### config.mk
export PLATFORM = sky130hd
export DESIGN_NAME = lfu_page_replacement_top
export DESIGN_NICKNAME = d
export VERILOG_FILES = /design/src/design/lfu_pkg.sv /design/src/design/lfu_page_replacement_top.sv /design/src/design/lfu_cell.sv
export VERILOG_INCLUDE_DIRS = /design/src /design/src/design
export SDC_FILE = /design/constraint.sdc
export NUM_CORES = 2
export LEC_CHECK = 0
export BUFFER_PORTS_ARGS = -buffer_cell sky130_fd_sc_hd__buf_4
export CORE_MARGIN = 1
export CORE_UTILIZATION = 69
export DETAILED_ROUTE_END_ITERATION = 12
export GPL_ROUTABILITY_DRIVEN = 0
export PLACE_DENSITY = 0.86
export RECOVER_POWER = 50
export SLEW_MARGIN = 20
export SYNTH_ARGS = -nofsm -noshare
export SYNTH_HDL_FRONTEND = slang
export SYNTH_SLANG_ARGS = --single-unit
### constraint.sdc
create_clock -name aclk -period 5.8 [get_ports aclk]
set_input_delay 1.74 -clock aclk [delete_from_list [all_inputs] [get_ports aclk]]
set_output_delay 1.74 -clock aclk [all_outputs]
set_load 0.005 [all_outputs]
### src/design/lfu_page_replacement_top_assert.svh
// Assertion macros shared by the LFU replacement block.
`ifndef LFU_PAGE_REPLACEMENT_TOP_ASSERT_SVH
`define LFU_PAGE_REPLACEMENT_TOP_ASSERT_SVH

`ifndef ASSERT_OFF
`define LFU_ASSERT_IMPLIES(label, clk, rstn, ante, cons) \
    label: assert property (@(posedge clk) disable iff (!(rstn)) (ante) |-> (cons)) \
        else $error("LFU assertion failed");
`define LFU_ASSERT_NEXT(label, clk, rstn, ante, cons) \
    label: assert property (@(posedge clk) disable iff (!(rstn)) (ante) |=> (cons)) \
        else $error("LFU assertion failed");
`else
`define LFU_ASSERT_IMPLIES(label, clk, rstn, ante, cons)
`define LFU_ASSERT_NEXT(label, clk, rstn, ante, cons)
`endif

`endif

### src/design/lfu_pkg.sv
package lfu_pkg;

    localparam int SLOTS        = 16;
    localparam int PAGE_ID_BITS = 16;
    localparam int COUNT_BITS   = 16;
    localparam int CFG_BITS     = 5;
    localparam int IDX_BITS     = (SLOTS > 1) ? $clog2(SLOTS) : 1;
    localparam int OCC_BITS     = $clog2(SLOTS + 1);
    localparam int CMP_BITS     = (OCC_BITS > CFG_BITS) ? OCC_BITS : CFG_BITS;
    localparam int IN_BITS      = 16;
    localparam int OUT_BITS     = 24;

    typedef enum logic [1:0] {
        ST_IDLE,
        ST_SCAN,
        ST_DONE
    } lfu_state_t;

    // Search token that walks the row of slot cells.
    typedef struct packed {
        logic                    valid;
        logic [PAGE_ID_BITS-1:0] page;
        logic                    hit;
        logic [IDX_BITS-1:0]     hit_idx;
        logic [OCC_BITS-1:0]     occ;
        logic                    vic_valid;
        logic [COUNT_BITS-1:0]   vic_count;
        logic [PAGE_ID_BITS-1:0] vic_page;
        logic [IDX_BITS-1:0]     vic_idx;
        logic                    free_valid;
        logic [IDX_BITS-1:0]     free_idx;
    } lfu_token_t;

    // Update broadcast to all cells once the search is complete.
    typedef struct packed {
        logic                    hit_inc;
        logic [IDX_BITS-1:0]     hit_idx;
        logic                    evict;
        logic [IDX_BITS-1:0]     vic_idx;
        logic                    install;
        logic [IDX_BITS-1:0]     ins_idx;
        logic [PAGE_ID_BITS-1:0] page;
    } lfu_cmd_t;

endpackage

### src/design/lfu_page_replacement_top.sv
// LFU buffer pool replacement.
// The s_ channel carries one requested page id per transfer (s_tdata).
// The m_ channel returns one result per request: hit, evicted and the
// evicted page id. cfg_wr_en/cfg_wr_data write the pool capacity; write
// it only while no request is in flight.
// A request walks a row of SLOTS slot cells, one cell per cycle, which
// gathers the hit slot, occupancy, least frequently used victim and first
// free slot. A register then holds that outcome; from it the update is
// applied to all cells and the output register loaded in the same cycle.
// Requests are handled one at a time; the next one is taken once the
// update is applied.
// The output register frees the input side: a new request is accepted
// while a result still waits. If the receiver stalls with a result held,
// the next request completes its walk and waits before updating the pool.
// Reset empties the pool, clears all counts and sets the capacity to 16;
// s_tready stays low while reset is held.
module lfu_page_replacement_top (
    input  logic                          aclk,
    input  logic                          aresetn,
    input  logic                          s_tvalid,
    output logic                          s_tready,
    input  logic [lfu_pkg::IN_BITS-1:0]   s_tdata,   // [15:0] page_id
    output logic                          m_tvalid,
    input  logic                          m_tready,
    output logic [lfu_pkg::OUT_BITS-1:0]  m_tdata,   // [0] hit, [1] evicted,
                                                     // [17:2] evicted_page
    input  logic                          cfg_wr_en,
    input  logic [lfu_pkg::CFG_BITS-1:0]  cfg_wr_data
);

    `include "lfu_page_replacement_top_assert.svh"

    lfu_pkg::lfu_state_t               state_reg, state_next;
    logic [lfu_pkg::CFG_BITS-1:0]      cap_reg;
    lfu_pkg::lfu_token_t               tok [lfu_pkg::SLOTS+1];
    lfu_pkg::lfu_token_t               res_reg, res_next;
    lfu_pkg::lfu_cmd_t                 cmd;
    logic                              m_tvalid_reg, m_tvalid_next;
    logic [lfu_pkg::OUT_BITS-1:0]      m_tdata_reg, m_tdata_next;
    logic [lfu_pkg::CMP_BITS-1:0]      cap_ext, cap_eff, occ_ext;
    logic                              evict, issue;
    logic [lfu_pkg::SLOTS-1:0]         tok_valid_vec;

    always_comb begin
        tok[0]       = '0;
        tok[0].valid = s_tvalid && s_tready;
        tok[0].page  = s_tdata[lfu_pkg::PAGE_ID_BITS-1:0];
    end

    for (genvar i = 0; i < lfu_pkg::SLOTS; i++) begin : g_cell
        lfu_cell u_cell (
            .aclk     (aclk),
            .aresetn  (aresetn),
            .cell_idx (lfu_pkg::IDX_BITS'(i)),
            .tok_in   (tok[i]),
            .cmd      (cmd),
            .tok_out  (tok[i+1])
        );
        assign tok_valid_vec[i] = tok[i+1].valid;
    end

    // A capacity of zero acts as one, and values above the slot count clamp.
    always_comb begin
        cap_ext = lfu_pkg::CMP_BITS'(cap_reg);
        occ_ext = lfu_pkg::CMP_BITS'(res_reg.occ);
        if (cap_ext == '0) begin
            cap_eff = lfu_pkg::CMP_BITS'(1);
        end else if (cap_ext > lfu_pkg::CMP_BITS'(lfu_pkg::SLOTS)) begin
            cap_eff = lfu_pkg::CMP_BITS'(lfu_pkg::SLOTS);
        end else begin
            cap_eff = cap_ext;
        end
    end

    assign evict = !res_reg.hit && res_reg.vic_valid && (occ_ext >= cap_eff);

    always_comb begin
        state_next    = state_reg;
        res_next      = res_reg;
        issue         = 1'b0;
        m_tvalid_next = m_tvalid_reg && !m_tready;
        m_tdata_next  = m_tdata_reg;
        s_tready      = 1'b0;
        cmd           = '0;

        unique case (state_reg)
            lfu_pkg::ST_IDLE: begin
                s_tready = aresetn;
                if (s_tvalid) begin
                    state_next = lfu_pkg::ST_SCAN;
                end
            end
            lfu_pkg::ST_SCAN: begin
                if (tok[lfu_pkg::SLOTS].valid) begin
                    res_next   = tok[lfu_pkg::SLOTS];
                    state_next = lfu_pkg::ST_DONE;
                end
            end
            lfu_pkg::ST_DONE: begin
                if (!m_tvalid_reg || m_tready) begin
                    issue         = 1'b1;
                    state_next    = lfu_pkg::ST_IDLE;
                    m_tvalid_next = 1'b1;
                    m_tdata_next  = '0;
                    m_tdata_next[0] = res_reg.hit;
                    m_tdata_next[1] = evict;
                    if (evict) begin
                        m_tdata_next[17:2] = 16'(res_reg.vic_page);
                    end
                    cmd.page    = res_reg.page;
                    cmd.hit_inc = res_reg.hit;
                    cmd.hit_idx = res_reg.hit_idx;
                    cmd.evict   = evict;
                    cmd.vic_idx = res_reg.vic_idx;
                    if (!res_reg.hit) begin
                        cmd.install = evict || res_reg.free_valid;
                        if (evict && !(res_reg.free_valid &&
                                       res_reg.free_idx < res_reg.vic_idx)) begin
                            cmd.ins_idx = res_reg.vic_idx;
                        end else begin
                            cmd.ins_idx = res_reg.free_idx;
                        end
                    end
                end
            end
            default: begin
                state_next = lfu_pkg::ST_IDLE;
            end
        endcase
    end

    always_ff @(posedge aclk) begin
        if (!aresetn) begin
            state_reg    <= lfu_pkg::ST_IDLE;
            cap_reg      <= lfu_pkg::CFG_BITS'(16);
            m_tvalid_reg <= 1'b0;
        end else begin
            state_reg    <= state_next;
            m_tvalid_reg <= m_tvalid_next;
            if (cfg_wr_en) begin
                cap_reg <= cfg_wr_data;
            end
        end
    end

    always_ff @(posedge aclk) begin
        res_reg     <= res_next;
        m_tdata_reg <= m_tdata_next;
    end

    assign m_tvalid = m_tvalid_reg;
    assign m_tdata  = m_tdata_reg;

    `LFU_ASSERT_NEXT(a_accept_enters_row, aclk, aresetn, s_tvalid && s_tready, tok[1].valid)
    `LFU_ASSERT_IMPLIES(a_one_token, aclk, aresetn, 1'b1, $onehot0(tok_valid_vec))
    `LFU_ASSERT_NEXT(a_issue_gives_result, aclk, aresetn, issue, m_tvalid)
    `LFU_ASSERT_IMPLIES(a_evict_only_on_miss, aclk, aresetn, m_tvalid && m_tdata[1], !m_tdata[0])

endmodule

### src/design/lfu_cell.sv
module lfu_cell (
    input  logic                          aclk,
    input  logic                          aresetn,
    input  logic [lfu_pkg::IDX_BITS-1:0]  cell_idx,
    input  lfu_pkg::lfu_token_t           tok_in,
    input  lfu_pkg::lfu_cmd_t             cmd,
    output lfu_pkg::lfu_token_t           tok_out
);

    logic                               valid_reg, valid_next;
    logic [lfu_pkg::PAGE_ID_BITS-1:0]   page_reg, page_next;
    logic [lfu_pkg::COUNT_BITS-1:0]     count_reg, count_next;
    lfu_pkg::lfu_token_t                tok_reg, tok_next;

    always_comb begin
        tok_next = tok_in;
        if (valid_reg) begin
            if (!tok_in.hit && page_reg == tok_in.page) begin
                tok_next.hit     = 1'b1;
                tok_next.hit_idx = cell_idx;
            end
            tok_next.occ = tok_in.occ + lfu_pkg::OCC_BITS'(1);
            if (!tok_in.vic_valid || count_reg < tok_in.vic_count ||
                (count_reg == tok_in.vic_count && page_reg < tok_in.vic_page)) begin
                tok_next.vic_valid = 1'b1;
                tok_next.vic_count = count_reg;
                tok_next.vic_page  = page_reg;
                tok_next.vic_idx   = cell_idx;
            end
        end else if (!tok_in.free_valid) begin
            tok_next.free_valid = 1'b1;
            tok_next.free_idx   = cell_idx;
        end
    end

    // An install into the victim's slot takes precedence over its eviction.
    always_comb begin
        valid_next = valid_reg;
        page_next  = page_reg;
        count_next = count_reg;
        if (cmd.install && cmd.ins_idx == cell_idx) begin
            valid_next = 1'b1;
            page_next  = cmd.page;
            count_next = lfu_pkg::COUNT_BITS'(1);
        end else if (cmd.evict && cmd.vic_idx == cell_idx) begin
            valid_next = 1'b0;
            count_next = '0;
        end else if (cmd.hit_inc && cmd.hit_idx == cell_idx && count_reg != '1) begin
            count_next = count_reg + lfu_pkg::COUNT_BITS'(1);
        end
    end

    always_ff @(posedge aclk) begin
        if (!aresetn) begin
            valid_reg <= 1'b0;
            count_reg <= '0;
        end else begin
            valid_reg <= valid_next;
            count_reg <= count_next;
        end
    end

    always_ff @(posedge aclk) begin
        page_reg <= page_next;
    end

    always_ff @(posedge aclk) begin
        if (!aresetn) begin
            tok_reg.valid <= 1'b0;
        end else begin
            tok_reg <= tok_next;
        end
    end

    assign tok_out = tok_reg;

endmodule
==> metrics.md <==
| Metric | Value |
|---|---|
| Worst r2r path cells | 8 |
| Final Hold Violating Endpoints | 0 |
| Vias/cell | 6.23 |
| # diodes | 0 |
| CP Buf/Inv Count | 4 |
| HP Start | g_cell[15].u_cell.tok_out[22] |
| Req. time, crit path | 6220 ps |
| Most used DFF post-synth | edfxtp_1 |
| Post-layout nets | 6,755 |
| Largest net degree at the start of global routing | 186 |
| Setup TNS | 0 ps |
| Register area share after synthesis | 58.8% |
| Final WL | 178,000 um |
| Violated checks | capacitance limit, slew limit |
| Cell Count, Final, Fillers Out | 7,863 |
| Unique cell type count in the Yosys netlist | 103 |
| Setup bufs post-CTS | 0 |
| Port Buf Inserts | 45 |
| Reg2reg start | res_reg[51] |
| H-Tree Level Count | 4 |
| Synth Warn # | 0 |
| Flop-to-flop setup slack | 910 ps |
| Vias | 49,000 |
| Synth top area cells | edfxtp_1 51%, ha_1 8.0%, dfxtp_1 7.5%, mux2_2 6.6%, xnor2_1 4.2% |
| DR DRC count | 0 |
| Initial Utilization | 69.8% |
| Die area | 115,000 sq um |
| CTS-repair resized insts | 0 |
| Fin crit period | 4940 ps |
| Critical path depth | 10 |
| Hold buffers post-CTS | 0 |
| CP Class | in2reg |
| CTS tree | done |
| Worst Hold Path EP | res_reg[22] |
| Number of global-route vias before repair | 50,700 |
| Hold Path Cell Cnt | 0 |
| Initial DRC Count | 4,559 |
| Clk sinks | 1,638 |
| Root buffer cell | clkbuf_16 |
| Slew headroom | -126% |
| CP Capture Type | register |
| Number of synthesized register bits | 1,638 |
| Lkg Pwr | 31.3 nW |
| Hold Crit Class | reg2reg |
| Max_cap viols | 9 |
| Grt total ovfl | 0 |
| DRT antenna net count | 0 |
| Die Ht | 340 um |
| Crit Path Max Fanout | 21 |
| Achievable Freq | 202 MHz |
| Io pins | 52 |
| DR WL/cell | 22.6 um |
| Outcome | complete, but fails checks |
| Tcrit/Tclk final | 85.3% |
| Number of synthesized flops with an enable pin | 1,342 |
| Rows | 123 |
| Syn Std Cell Area | 78,600 sq um |
| R2r endpoint | g_cell[1].u_cell.page_reg[6] |
| Worst-margin pin slew | 3400 ps |
| Largest register FFs | 1,032 |
| Initial antenna violation count | 0 |
| Critical Path Start Type | input pin |
| RSZ-0062 raised after global routing | no |
| Slew Limit Fails | 735 |
| DIE WIDTH | 340 um |
| Total global-route track usage | 30.8% |
| Final setup fails | 0 |
| Layout Skew | 37.6 ps |
| Cells after synthesis | 6,096 |
| Critical path's largest stage delay | 1000 ps |
| Clk buf depth | 3 |
| CP cell instances | clkbuf_1 -> nand2b_1 -> buf_4 -> nand2_1 -> inv_1 -> clkbuf_1 -> a221oi_1 -> a211oi_2 -> nor3_2 -> and2_1 |
| Arr. time, crit path | 5360 ps |
| TritonRoute pass-1 iters | 9 |
| Synth-to-layout area growth | 9.44% |
| Clk_lat worst skew | 790 ps |
| VDD IR max | 305 uV |
| Top cell type's share of synthesized area | 51.3% |
| Reg clk slew, reported paths | 60 ps |
| FFs w/ async S/R, synth | 0% |
| Share of cells above drive strength 1 | 14.9% |
| Placed Instances | 7,556 |
| HPWL Detailed | 124,000 um |
| Yosys top cell by area | edfxtp_1 |
| CP max stage cell | clkbuf_1 |
| Avg Inst Size Synth | 12.9 sq um |
| Power Dens Cells | 288 nW/um^2 |
| Family with the most delay on the worst path | buffers and inverters |
| CTS buffer count | 164 |
| CORE AREA | 113,000 sq um |
| First-pass GRT wire length | 276,000 um |
| CP dominant cell by count | clkbuf_1 |
## metal layers
metal  up-vias  wire length (um)  GRT usage [%]
li1      22700                 -              -
met1     23800             63600           34.2
met2      1938             91200           55.3
met3       610             10600           4.38
met4         0             12300           19.7
met5         -                 0              0
## synth_stat cells (9+ instances only)
cell type and instances:
o211ai_1 30, nor4_1 74, nor3_1 137, nor2b_1 65, or3_1 11, clkbuf_1 53, ha_1 504, or2_2 97
xnor2_1 374, o22ai_1 12, mux2_2 463, a2111oi_0 29, o31ai_1 11, a31oi_1 9, edfxtp_1 1342, buf_4 14
o2111ai_1 9, nor3b_1 60, a41oi_1 10, o21a_1 16, and3_1 55, mux2i_1 42, inv_1 552, nand2_1 307
nor2_1 230, dfxtp_1 296, xor2_1 147, a21oi_1 180, a21o_1 20, and2_1 85, nand2b_1 55, buf_1 11
buf_2 76, a211oi_1 86, o41a_1 11, nor4b_1 12, o21ai_0 99, and4_1 29, nand4_1 178, nand3_1 149
## report_power, final
| part | internal [mW] | switching (mW) | leakage, nW |
|---|---|---|---|
| Sequential | 13.2 | 0.221 | 14.8 |
| Combinational | 0.412 | 0.581 | 14.0 |
| Clock | 5.96 | 4.49 | 2.61 |
| Total | 19.5 | 5.29 | 31.3 |
## placed cells by master (no fill, tap or decap), types with 86 or more instances in the layout
cell and count:
or2_2 97, clkbuf_16 168, mux2_2 463, nor2_1 229, inv_1 552, edfxtp_1 1342
ha_1 504, a21oi_1 181, xor2_1 147, o21ai_0 99, nand3_1 149, nand2_1 307
xnor2_1 374, nand4_1 178, a211oi_1 86, dfxtp_1 296, nor3_1 135
## worst max path at each step
stage                         from                        endpoint  slack, ps
after detailed placement  m_tready    g_cell[0].u_cell.page_reg[5]        960
after CTS                  aresetn                        s_tready       1640
after floorplan           m_tready    g_cell[0].u_cell.page_reg[0]       1500
final                     m_tready    g_cell[0].u_cell.page_reg[6]        860
after global placement    m_tready    g_cell[0].u_cell.page_reg[5]       1050
after global routing      m_tready  g_cell[13].u_cell.count_reg[4]        780
## metrics by stage
step	total power, mW	util [%]	cell area [sq um]	hold slack, ps	setup slack [ps]
6_report	24.8	76.4	86000	416	855
5_1_grt	25.5	76.4	86000	423	781
4_1_cts	24.9	76.5	86100	414	1640
3_5_place_dp	14.6	71.7	80800	405	956
3_3_place_gp	14.5	71.7	80800	401	1050
2_1_floorplan	14.1	-	78600	400	1500
## cells by family after synthesis
family	share of synthesized area [%]
xor gates and xnor gates	5.80
muxes	7.17
buffers and inverters	3.62
other	0.00477
AOI/OAI and AO/OA	5.78
adders and majority gates	8.02
DFF	58.8
and+or+nand+nor	10.8
## layout make-up
cell class | count | area [sq um]
sequential | 1638 | 46200
multi-input combinational | 3752 | 29700
fill | 6442 | 26600
clock buffer | 220 | 4520
inverter | 553 | 2080
tap | 1500 | 1880
timing repair buffer | 116 | 812
clock inverter | 84 | 811
## worst register-to-register path, cell delays in order, from the launching register on
cell and delay (ps):
edfxtp_1 900, inv_1 330, and4_1 280, a21oi_1 410
clkinv_1 120, clkbuf_1 550, or3_1 610, a21oi_4 540
and2_1 750
Note: power is estimated with default switching activity, not from simulation.
